==> config.mk <==
export PLATFORM = sky130hd
export DESIGN_NAME = hdlc_style_crc16_framer
export DESIGN_NICKNAME = d
export VERILOG_FILES = /design/src/sv/hdlc_pkg.sv /design/src/sv/hdlc_front.sv /design/src/sv/hdlc_queue.sv /design/src/sv/hdlc_back.sv /design/src/sv/hdlc_style_crc16_framer.sv
export SDC_FILE = /design/constraint.sdc
export NUM_CORES = 1
export LEC_CHECK = 0
export BUFFER_PORTS_ARGS = -buffer_cell sky130_fd_sc_hd__buf_2
export CAP_MARGIN = 15
export CORE_MARGIN = 4
export CORE_UTILIZATION = 43
export CTS_CLUSTER_DIAMETER = 60
export DETAILED_ROUTE_END_ITERATION = 8
export GPL_ROUTABILITY_DRIVEN = 0
export PLACE_DENSITY_LB_ADDON = 0.12
export SLEW_MARGIN = 20
export SYNTH_ARGS = -nofsm -noshare
export SYNTH_HDL_FRONTEND = slang
export SYNTH_SLANG_ARGS = --single-unit
export TNS_END_PERCENT = 50
==> constraint.sdc <==
create_clock -name clk -period 5.5 [get_ports clk]
set_input_delay 1.1 -clock clk [delete_from_list [all_inputs] [get_ports clk]]
set_output_delay 1.1 -clock clk [all_outputs]
set_load 0.1 [all_outputs]
==> src/sv/hdlc_pkg.sv <==
// Shared types, constants and the CRC fold function for the HDLC-style framer.
// No dependencies; imported by every module of the block.
package hdlc_pkg;

    // Line codes
    localparam logic [7:0] FLAG_BYTE = 8'h7E;
    localparam logic [7:0] ESC_BYTE  = 8'h7D;
    localparam logic [7:0] ESC_FLIP  = 8'h20;
    localparam logic [7:0] ERR_BYTE  = 8'h00;

    // CRC seed and reset polynomial
    localparam logic [15:0] CRC_INIT  = 16'hFFFF;
    localparam logic [15:0] POLY_INIT = 16'h8408;

    // Input item function codes
    localparam logic FUNC_START = 1'b0;
    localparam logic FUNC_DATA  = 1'b1;

    // Default depth of the command queue between front and back
    localparam int QUEUE_DEPTH_DEF = 4;

    // Result sequencing: at most six line bytes per item
    localparam int STEP_W         = 3;
    localparam logic [STEP_W-1:0] START_BODY = 3'd3;
    localparam logic [STEP_W-1:0] DATA_BODY  = 3'd1;
    localparam logic [STEP_W-1:0] ESC_BODY   = 3'd2;
    localparam logic [STEP_W-1:0] ERR_BODY   = 3'd1;
    localparam logic [STEP_W-1:0] TAIL_LEN   = 3'd3;

    // Tail byte positions
    localparam logic [STEP_W-1:0] TAIL_LO   = 3'd0;
    localparam logic [STEP_W-1:0] TAIL_HI   = 3'd1;
    localparam logic [STEP_W-1:0] TAIL_FLAG = 3'd2;

    // Classified request kinds handed from front to back
    typedef enum logic [1:0] {
        KIND_START,
        KIND_DATA,
        KIND_DATA_ESC,
        KIND_ERR
    } hdlc_kind_t;

    // One queued request
    typedef struct packed {
        hdlc_kind_t  kind;
        logic [7:0]  byte0;     // tag on start, payload byte on data
        logic [7:0]  byte1;     // length on start
        logic [15:0] tail_crc;  // running CRC to close the frame with
        logic        has_tail;
    } hdlc_cmd_t;

    localparam int CMD_W = $bits(hdlc_cmd_t);

    // Fold one byte into a reflected CRC-16, LSB first
    function automatic logic [15:0] crc_fold(
        input logic [15:0] crc_in,
        input logic [7:0]  data,
        input logic [15:0] poly
    );
        logic [15:0] crc;
        crc = crc_in;
        for (int k = 0; k < 8; k++)
        begin
            if (crc[0] ^ data[k])
                crc = (crc >> 1) ^ poly;
            else
                crc = crc >> 1;
        end
        return crc;
    endfunction

endpackage

==> src/sv/hdlc_front.sv <==
// Front end: accepts input items, keeps CRC / frame state, classifies requests.
// Depends on hdlc_pkg; feeds hdlc_queue.
module hdlc_front (
    input  logic                clk,
    input  logic                rst_n,
    // configuration
    input  logic                cfg_valid,
    output logic                cfg_ready,
    input  logic [15:0]         crc_poly,
    // input items
    input  logic                item_valid,
    output logic                item_stall,
    input  logic                func,
    input  logic [7:0]          tag,
    input  logic [7:0]          length,
    input  logic [7:0]          data_byte,
    // towards the queue
    input  logic                q_full,
    output logic                push,
    output hdlc_pkg::hdlc_cmd_t cmd
);
    import hdlc_pkg::*;

    logic [15:0] poly_reg;
    logic [15:0] crc_reg,        crc_next;
    logic [7:0]  bytes_left_reg, bytes_left_next;
    logic        open_reg,       open_next;
    logic        pend_reg,       pend_next;
    logic [7:0]  pend_len_reg,   pend_len_next;
    logic        accept;
    logic [15:0] crc_data;
    logic [7:0]  left_dec;

    // Length byte is folded in the cycle after a start; input held off then
    assign item_stall = q_full | pend_reg;
    assign accept     = item_valid & ~item_stall;
    assign push       = accept;
    assign cfg_ready  = 1'b1;

    assign crc_data = crc_fold(crc_reg, data_byte, poly_reg);
    assign left_dec = bytes_left_reg - 8'd1;

    // Next state and request classification
    always_comb
    begin
        crc_next        = crc_reg;
        bytes_left_next = bytes_left_reg;
        open_next       = open_reg;
        pend_next       = 1'b0;
        pend_len_next   = pend_len_reg;
        cmd.kind        = KIND_ERR;
        cmd.byte0       = data_byte;
        cmd.byte1       = length;
        cmd.tail_crc    = crc_data;
        cmd.has_tail    = 1'b0;

        if (pend_reg)
            crc_next = crc_fold(crc_reg, pend_len_reg, poly_reg);

        if (accept)
        begin
            if (func == FUNC_START)
            begin
                cmd.kind  = KIND_START;
                cmd.byte0 = tag;
                if (length == 8'd0)
                begin
                    crc_next        = CRC_INIT;
                    bytes_left_next = 8'd0;
                    open_next       = 1'b0;
                    cmd.tail_crc    = CRC_INIT;
                    cmd.has_tail    = 1'b1;
                end
                else
                begin
                    crc_next        = crc_fold(CRC_INIT, tag, poly_reg);
                    bytes_left_next = length;
                    open_next       = 1'b1;
                    pend_next       = 1'b1;
                    pend_len_next   = length;
                end
            end
            else if (!open_reg)
            begin
                cmd.kind = KIND_ERR;
            end
            else
            begin
                crc_next        = crc_data;
                bytes_left_next = left_dec;
                if (data_byte == FLAG_BYTE || data_byte == ESC_BYTE)
                    cmd.kind = KIND_DATA_ESC;
                else
                    cmd.kind = KIND_DATA;
                if (left_dec == 8'd0)
                begin
                    open_next    = 1'b0;
                    cmd.has_tail = 1'b1;
                end
            end
        end
    end

    // State registers
    always_ff @(posedge clk or negedge rst_n)
    begin
        if (!rst_n)
        begin
            poly_reg       <= POLY_INIT;
            crc_reg        <= CRC_INIT;
            bytes_left_reg <= 8'd0;
            open_reg       <= 1'b0;
            pend_reg       <= 1'b0;
            pend_len_reg   <= 8'd0;
        end
        else
        begin
            if (cfg_valid && cfg_ready)
                poly_reg <= crc_poly;
            crc_reg        <= crc_next;
            bytes_left_reg <= bytes_left_next;
            open_reg       <= open_next;
            pend_reg       <= pend_next;
            pend_len_reg   <= pend_len_next;
        end
    end

endmodule

==> src/sv/hdlc_queue.sv <==
// Short request queue between front and back of the framer.
// Depends on hdlc_pkg for the request type.
module hdlc_queue #(
    parameter int DEPTH = hdlc_pkg::QUEUE_DEPTH_DEF
) (
    input  logic                clk,
    input  logic                rst_n,
    input  logic                push,
    input  hdlc_pkg::hdlc_cmd_t wr_cmd,
    output logic                full,
    input  logic                pop,
    output logic                not_empty,
    output hdlc_pkg::hdlc_cmd_t rd_cmd
);
    import hdlc_pkg::*;

    localparam int PTR_W = $clog2(DEPTH);
    localparam int CNT_W = $clog2(DEPTH + 1);

    hdlc_cmd_t        mem [DEPTH];
    logic [PTR_W-1:0] wr_ptr_reg, wr_ptr_next;
    logic [PTR_W-1:0] rd_ptr_reg, rd_ptr_next;
    logic [CNT_W-1:0] count_reg,  count_next;

    assign full      = (count_reg == CNT_W'(DEPTH));
    assign not_empty = (count_reg != '0);
    assign rd_cmd    = mem[rd_ptr_reg];

    // Pointer and fill count update
    always_comb
    begin
        wr_ptr_next = wr_ptr_reg;
        rd_ptr_next = rd_ptr_reg;
        count_next  = count_reg;
        if (push)
            wr_ptr_next = (wr_ptr_reg == PTR_W'(DEPTH - 1)) ? '0 : wr_ptr_reg + 1'b1;
        if (pop)
            rd_ptr_next = (rd_ptr_reg == PTR_W'(DEPTH - 1)) ? '0 : rd_ptr_reg + 1'b1;
        if (push && !pop)
            count_next = count_reg + 1'b1;
        else if (pop && !push)
            count_next = count_reg - 1'b1;
    end

    // Storage
    always_ff @(posedge clk)
    begin
        if (push)
            mem[wr_ptr_reg] <= wr_cmd;
    end

    always_ff @(posedge clk or negedge rst_n)
    begin
        if (!rst_n)
        begin
            wr_ptr_reg <= '0;
            rd_ptr_reg <= '0;
            count_reg  <= '0;
        end
        else
        begin
            wr_ptr_reg <= wr_ptr_next;
            rd_ptr_reg <= rd_ptr_next;
            count_reg  <= count_next;
        end
    end

endmodule

==> src/sv/hdlc_back.sv <==
// Back end: expands queued requests into line bytes, one per cycle while line_stall does not hold the output.
// Depends on hdlc_pkg; drains hdlc_queue into the output register.
module hdlc_back (
    input  logic                clk,
    input  logic                rst_n,
    input  logic                q_valid,
    input  hdlc_pkg::hdlc_cmd_t head,
    output logic                pop,
    output logic                line_valid,
    input  logic                line_stall,
    output logic [7:0]          out_byte,
    output logic                last_of_run,
    output logic                frame_end,
    output logic                status
);
    import hdlc_pkg::*;

    logic [STEP_W-1:0] step_reg, step_next;
    logic [STEP_W-1:0] body_len, total_len, tail_idx;
    logic              valid_reg;
    logic [7:0]        byte_reg;
    logic              last_reg, end_reg, status_reg;
    logic              load, is_last;
    logic [7:0]        byte_sel;
    logic              end_sel;
    logic [15:0]       inv_crc;

    assign line_valid  = valid_reg;
    assign out_byte    = byte_reg;
    assign last_of_run = last_reg;
    assign frame_end   = end_reg;
    assign status      = status_reg;

    assign load      = q_valid & (~valid_reg | ~line_stall);
    assign total_len = body_len + (head.has_tail ? TAIL_LEN : '0);
    assign is_last   = (step_reg == total_len - 1'b1);
    assign pop       = load & is_last;
    assign tail_idx  = step_reg - body_len;
    assign inv_crc   = ~head.tail_crc;

    // Body length per request kind
    always_comb
    begin
        unique case (head.kind)
            KIND_START:    body_len = START_BODY;
            KIND_DATA:     body_len = DATA_BODY;
            KIND_DATA_ESC: body_len = ESC_BODY;
            KIND_ERR:      body_len = ERR_BODY;
            default:       body_len = ERR_BODY;
        endcase
    end

    // Byte at the current step
    always_comb
    begin
        byte_sel = ERR_BYTE;
        end_sel  = 1'b0;
        if (step_reg >= body_len)
        begin
            case (tail_idx)
                TAIL_LO:   byte_sel = inv_crc[7:0];
                TAIL_HI:   byte_sel = inv_crc[15:8];
                default:
                begin
                    byte_sel = FLAG_BYTE;
                    end_sel  = 1'b1;
                end
            endcase
        end
        else
        begin
            unique case (head.kind)
                KIND_START:
                begin
                    if (step_reg == 3'd0)
                        byte_sel = FLAG_BYTE;
                    else if (step_reg == 3'd1)
                        byte_sel = head.byte0;
                    else
                        byte_sel = head.byte1;
                end
                KIND_DATA:     byte_sel = head.byte0;
                KIND_DATA_ESC: byte_sel = (step_reg == 3'd0) ? ESC_BYTE
                                                             : (head.byte0 ^ ESC_FLIP);
                KIND_ERR:      byte_sel = ERR_BYTE;
                default:       byte_sel = ERR_BYTE;
            endcase
        end
    end

    // Step counter within the head request
    always_comb
    begin
        step_next = step_reg;
        if (load)
            step_next = is_last ? '0 : step_reg + 1'b1;
    end

    // Output register: control
    always_ff @(posedge clk or negedge rst_n)
    begin
        if (!rst_n)
        begin
            valid_reg <= 1'b0;
            step_reg  <= '0;
        end
        else
        begin
            step_reg <= step_next;
            if (load)
                valid_reg <= 1'b1;
            else if (!line_stall)
                valid_reg <= 1'b0;
        end
    end

    // Output register: payload
    always_ff @(posedge clk)
    begin
        if (load)
        begin
            byte_reg   <= byte_sel;
            last_reg   <= is_last;
            end_reg    <= end_sel;
            status_reg <= (head.kind == KIND_ERR);
        end
    end

endmodule

==> src/sv/hdlc_style_crc16_framer.sv <==
// HDLC-style byte-stuffing framer with reflected CRC-16: top level.
// Throughput: one line byte per cycle from the output sequencer, held by line_stall;
// one item per cycle while the queue is not full, with one held-off cycle after each
// non-empty start while the length byte is folded.
// Reset: frame closed, CRC 0xFFFF, polynomial 0x8408, queue and output emptied.
module hdlc_style_crc16_framer #(
    parameter int QUEUE_DEPTH = hdlc_pkg::QUEUE_DEPTH_DEF
) (
    input  logic        clk,
    input  logic        rst_n,
    input  logic        cfg_valid,
    output logic        cfg_ready,
    input  logic [15:0] crc_poly,
    input  logic        item_valid,
    output logic        item_stall,
    input  logic        func,
    input  logic [7:0]  tag,
    input  logic [7:0]  length,
    input  logic [7:0]  data_byte,
    output logic        line_valid,
    input  logic        line_stall,
    output logic [7:0]  out_byte,
    output logic        last_of_run,
    output logic        frame_end,
    output logic        status
);
    import hdlc_pkg::*;

    hdlc_cmd_t wr_cmd, rd_cmd;
    logic      push, pop, q_full, q_valid;

    hdlc_front u_front (
        .clk        (clk),
        .rst_n      (rst_n),
        .cfg_valid  (cfg_valid),
        .cfg_ready  (cfg_ready),
        .crc_poly   (crc_poly),
        .item_valid (item_valid),
        .item_stall (item_stall),
        .func       (func),
        .tag        (tag),
        .length     (length),
        .data_byte  (data_byte),
        .q_full     (q_full),
        .push       (push),
        .cmd        (wr_cmd)
    );

    hdlc_queue #(
        .DEPTH (QUEUE_DEPTH)
    ) u_queue (
        .clk       (clk),
        .rst_n     (rst_n),
        .push      (push),
        .wr_cmd    (wr_cmd),
        .full      (q_full),
        .pop       (pop),
        .not_empty (q_valid),
        .rd_cmd    (rd_cmd)
    );

    hdlc_back u_back (
        .clk         (clk),
        .rst_n       (rst_n),
        .q_valid     (q_valid),
        .head        (rd_cmd),
        .pop         (pop),
        .line_valid  (line_valid),
        .line_stall  (line_stall),
        .out_byte    (out_byte),
        .last_of_run (last_of_run),
        .frame_end   (frame_end),
        .status      (status)
    );

endmodule

==> flow_metrics.tcl <==
set metrics [dict create \
    status "finished, final reports clean" \
    hold_buffers 0 \
    relSlewSlack 0.3058 \
    dr.pass1.iters 5 \
    synthArstFlopShare 0.2877 \
    synth_nets 1667 \
    fin_crit_sh 0.9061 \
    synth_edf_count 151 \
    ys_seq_area_frac 0.3875 \
    grt_max_degree 36 \
    tightest_slew_ps 1035 \
    areaGrowthSynthToFinish_pct 11.19 \
    drive_above_1_share 0.1593 \
    worstRegToRegCells 13 \
    die_w_um 199.1 \
    yosysUniqueCellTypes 89 \
    antenna_found_initial 0 \
    grt_use_met1 0.3249 \
    dieArea_sq_um 39640 \
    die_h_um 199.1 \
    fin_crit_ps 4983 \
    clockBufferDepth 3 \
    avgSynthCellArea_sq_um 9.797 \
    cp_max_fo 23 \
    grt_first_pass_wirelength_mm 71.10 \
    rows 69 \
    antenna_left 0 \
    finalSetupViolations 0 \
    path_clk_slew_ps 60 \
    post_cts.repair.setup_buffers 0 \
    wirelength_mm 45.85 \
    core_sq_um 35830 \
    netlist_instances 1603 \
    cts.sinks 212 \
    initialDrtViolationCount 872 \
    ys.flop_type "edfxtp_1" \
    setup_tns_ps 0 \
    dpl.hpwl_mm 31.93 \
    holdWs_ps 486.5 \
    viasPerCell 5.625 \
    cts_made_buffers 27 \
    required_ps 5920 \
    startpoint_type "flop" \
    post_drt_wl_per_cell_um 21.71 \
    rsz0062_at_grt "false" \
    gr-usage-all-layers 0.2306 \
    timing.fmax_mhz 200.7 \
    hold_viol_final 0 \
    critPathKind "reg -> reg" \
    antennaDiodeCount 0 \
    synth_area_sq_um 15700 \
    overflow 0 \
    routed-via-count 11880 \
    clock_latency_ps 580 \
    ys_ff_latch 212 \
    holdCritPathClass "reg -> reg" \
    initial_utilization 0.4383 \
    critPathCaptureType "flop" \
    htreeDepth 1 \
    io_pins 60 \
    largest_reg_flops 140 \
    met3_usage 0.02934 \
    drv_cap 0 \
    grt.busiest_layer "met2" \
    final_nets 1695 \
    drc 0 \
    hold_depth 2 \
    grt_pass1_vias 11620 \
    finalMaxSlewViolations 0 \
    cts_tree "yes" \
    grt_util_met2 0.3775 \
    arrival_ps 5410 \
    port_buffers 58 \
    root_buffer "clkbuf_16" \
    fin_skew_ps 31.18 \
    synth_warnings 0 \
]
## cell usage after synthesis, types with 4 or more instances
| cell type | n | share of area |
|---|---|---|
| a211o_1 | 6 | 0.0033 |
| a211oi_1 | 14 | 0.0067 |
| a21o_1 | 11 | 0.0053 |
| a21oi_1 | 39 | 0.012 |
| a221oi_1 | 6 | 0.0033 |
| a221oi_2 | 6 | 0.0057 |
| a22oi_1 | 6 | 0.0029 |
| a31oi_1 | 11 | 0.0044 |
| and2_1 | 7 | 0.0028 |
| and3_1 | 8 | 0.0032 |
| and4_1 | 4 | 0.0022 |
| buf_1 | 16 | 0.0038 |
| buf_2 | 11 | 0.0035 |
| buf_4 | 4 | 0.0019 |
| clkbuf_1 | 80 | 0.019 |
| dfrtp_1 | 42 | 0.067 |
| dfstp_2 | 19 | 0.032 |
| edfxtp_1 | 151 | 0.29 |
| ha_1 | 16 | 0.013 |
| inv_1 | 30 | 0.0072 |
| mux2_2 | 18 | 0.013 |
| mux2i_1 | 21 | 0.013 |
| mux4_2 | 35 | 0.050 |
| nand2_1 | 365 | 0.087 |
| nand2b_1 | 12 | 0.0048 |
| nand3_1 | 25 | 0.0080 |
| nand4_1 | 8 | 0.0032 |
| nor2_1 | 61 | 0.015 |
| nor2b_1 | 12 | 0.0048 |
| nor3_1 | 28 | 0.0089 |
| nor4_1 | 7 | 0.0028 |
| o211ai_1 | 5 | 0.0024 |
| o21a_1 | 6 | 0.0029 |
| o21ai_0 | 63 | 0.020 |
| o221ai_1 | 12 | 0.0067 |
| o22ai_1 | 8 | 0.0032 |
| o31ai_1 | 10 | 0.0048 |
| or3_1 | 11 | 0.0044 |
| xnor2_1 | 279 | 0.16 |
| xnor2_2 | 4 | 0.0041 |
| xnor3_1 | 21 | 0.030 |
| xor2_1 | 32 | 0.018 |
## stage by stage
| stage | instance area, sq um | setup WS (ps) | std cells | utilization |
|---|---|---|---|---|
| finish | 17460 | 516.5 | 2112 | 0.4873 |
| global route | 17460 | 207.2 | 2112 | 0.4873 |
| CTS | 17460 | 459.3 | 2112 | 0.4873 |
| detailed placement | 16520 | 277.3 | 2063 | 0.4610 |
| global placement | 16520 | 276.1 | 2063 | 0.4610 |
| floorplan | 15700 | 787.4 | 1603 | - |
## placed cells by master, fill, tap and decap left out, types with 10 or more instances in the layout
cell type  instances
xnor3_1           21
nand2b_1          12
mux2i_1           21
dfstp_2           19
dfrtp_1           40
o221ai_1          12
buf_4             53
buf_2             58
ha_1              16
clkbuf_16         27
o21ai_0           62
a211oi_1          14
a21o_1            11
nor2b_1           12
nand3_1           25
or3_1             11
inv_1             30
a31oi_1           11
edfxtp_1         151
o31ai_1           10
xor2_1            32
nor2_1            61
nor3_1            28
xnor2_1          279
a21oi_1           39
mux4_2            35
mux2_2            18
nand2_1          365
## cell families after synthesis
| logic type | count (synthesis) | share of synthesized area |
|---|---|---|
| simple gates | 569 | 0.1586 |
| xor+xnor | 344 | 0.2189 |
| compound gates | 240 | 0.1061 |
| flops | 212 | 0.3875 |
| buf+inv | 145 | 0.03697 |
| mux | 74 | 0.07649 |
| fa+ha+maj | 18 | 0.01530 |
| other cells | 1 | 0.0002388 |
## metal layers
layer,share of wire,wire [um]
met2,0.47,21570
met1,0.45,20520
met3,0.053,2422
met4,0.029,1331
met5,0,0
## critical path, stage by stage (launching register included)
cell	delay (ps)
dfrtp_2	580
nor2b_1	610
nand2_1	250
o22ai_1	240
a21oi_1	100
a21oi_1	440
o32a_1	260
a31oi_1	230
nor2_1	770
nand2_1	120
xnor3_1	440
a211oi_1	230
nor3_1	130
a221oi_1	430
## worst paths after layout
path                                                 start                               end  slack [ps]
min                          u_back.line_valid$_DFFE_PN0P_     u_back.line_valid$_DFFE_PN0P_         490
max                        u_front.poly_reg[0]$_DFFE_PN0P_     u_front.crc_reg[11]$_DFF_PN1_         520
max reg2reg                u_front.poly_reg[0]$_DFFE_PN0P_     u_front.crc_reg[11]$_DFF_PN1_         520
min in group asynchronous                            rst_n        u_front.pend_reg$_DFF_PN0_         710
min reg2reg                  u_back.line_valid$_DFFE_PN0P_     u_back.line_valid$_DFFE_PN0P_         490
max in group asynchronous                            rst_n  u_front.poly_reg[10]$_DFFE_PN1P_        3750
## area by class of cell
cell class / instances / area [sq um]
clock buffers: 31 / 700.7
clock inverters: 18 / 240.2
well taps: 461 / 576.8
repair buffers: 111 / 688.2
fillers: 3336 / 18370
flip-flops and latches: 212 / 6087
inverters: 33 / 123.9
multi-input cells: 1246 / 9044
## timing repair
action	in CTS	in global routing
setup endpoints to repair	0	1
endpoints found under the hold margin	0	0
gates resized for setup	0	1
Power is not shown: default switching activity piles up to over one toggle a cycle in this logic, so the estimate is an artifact.
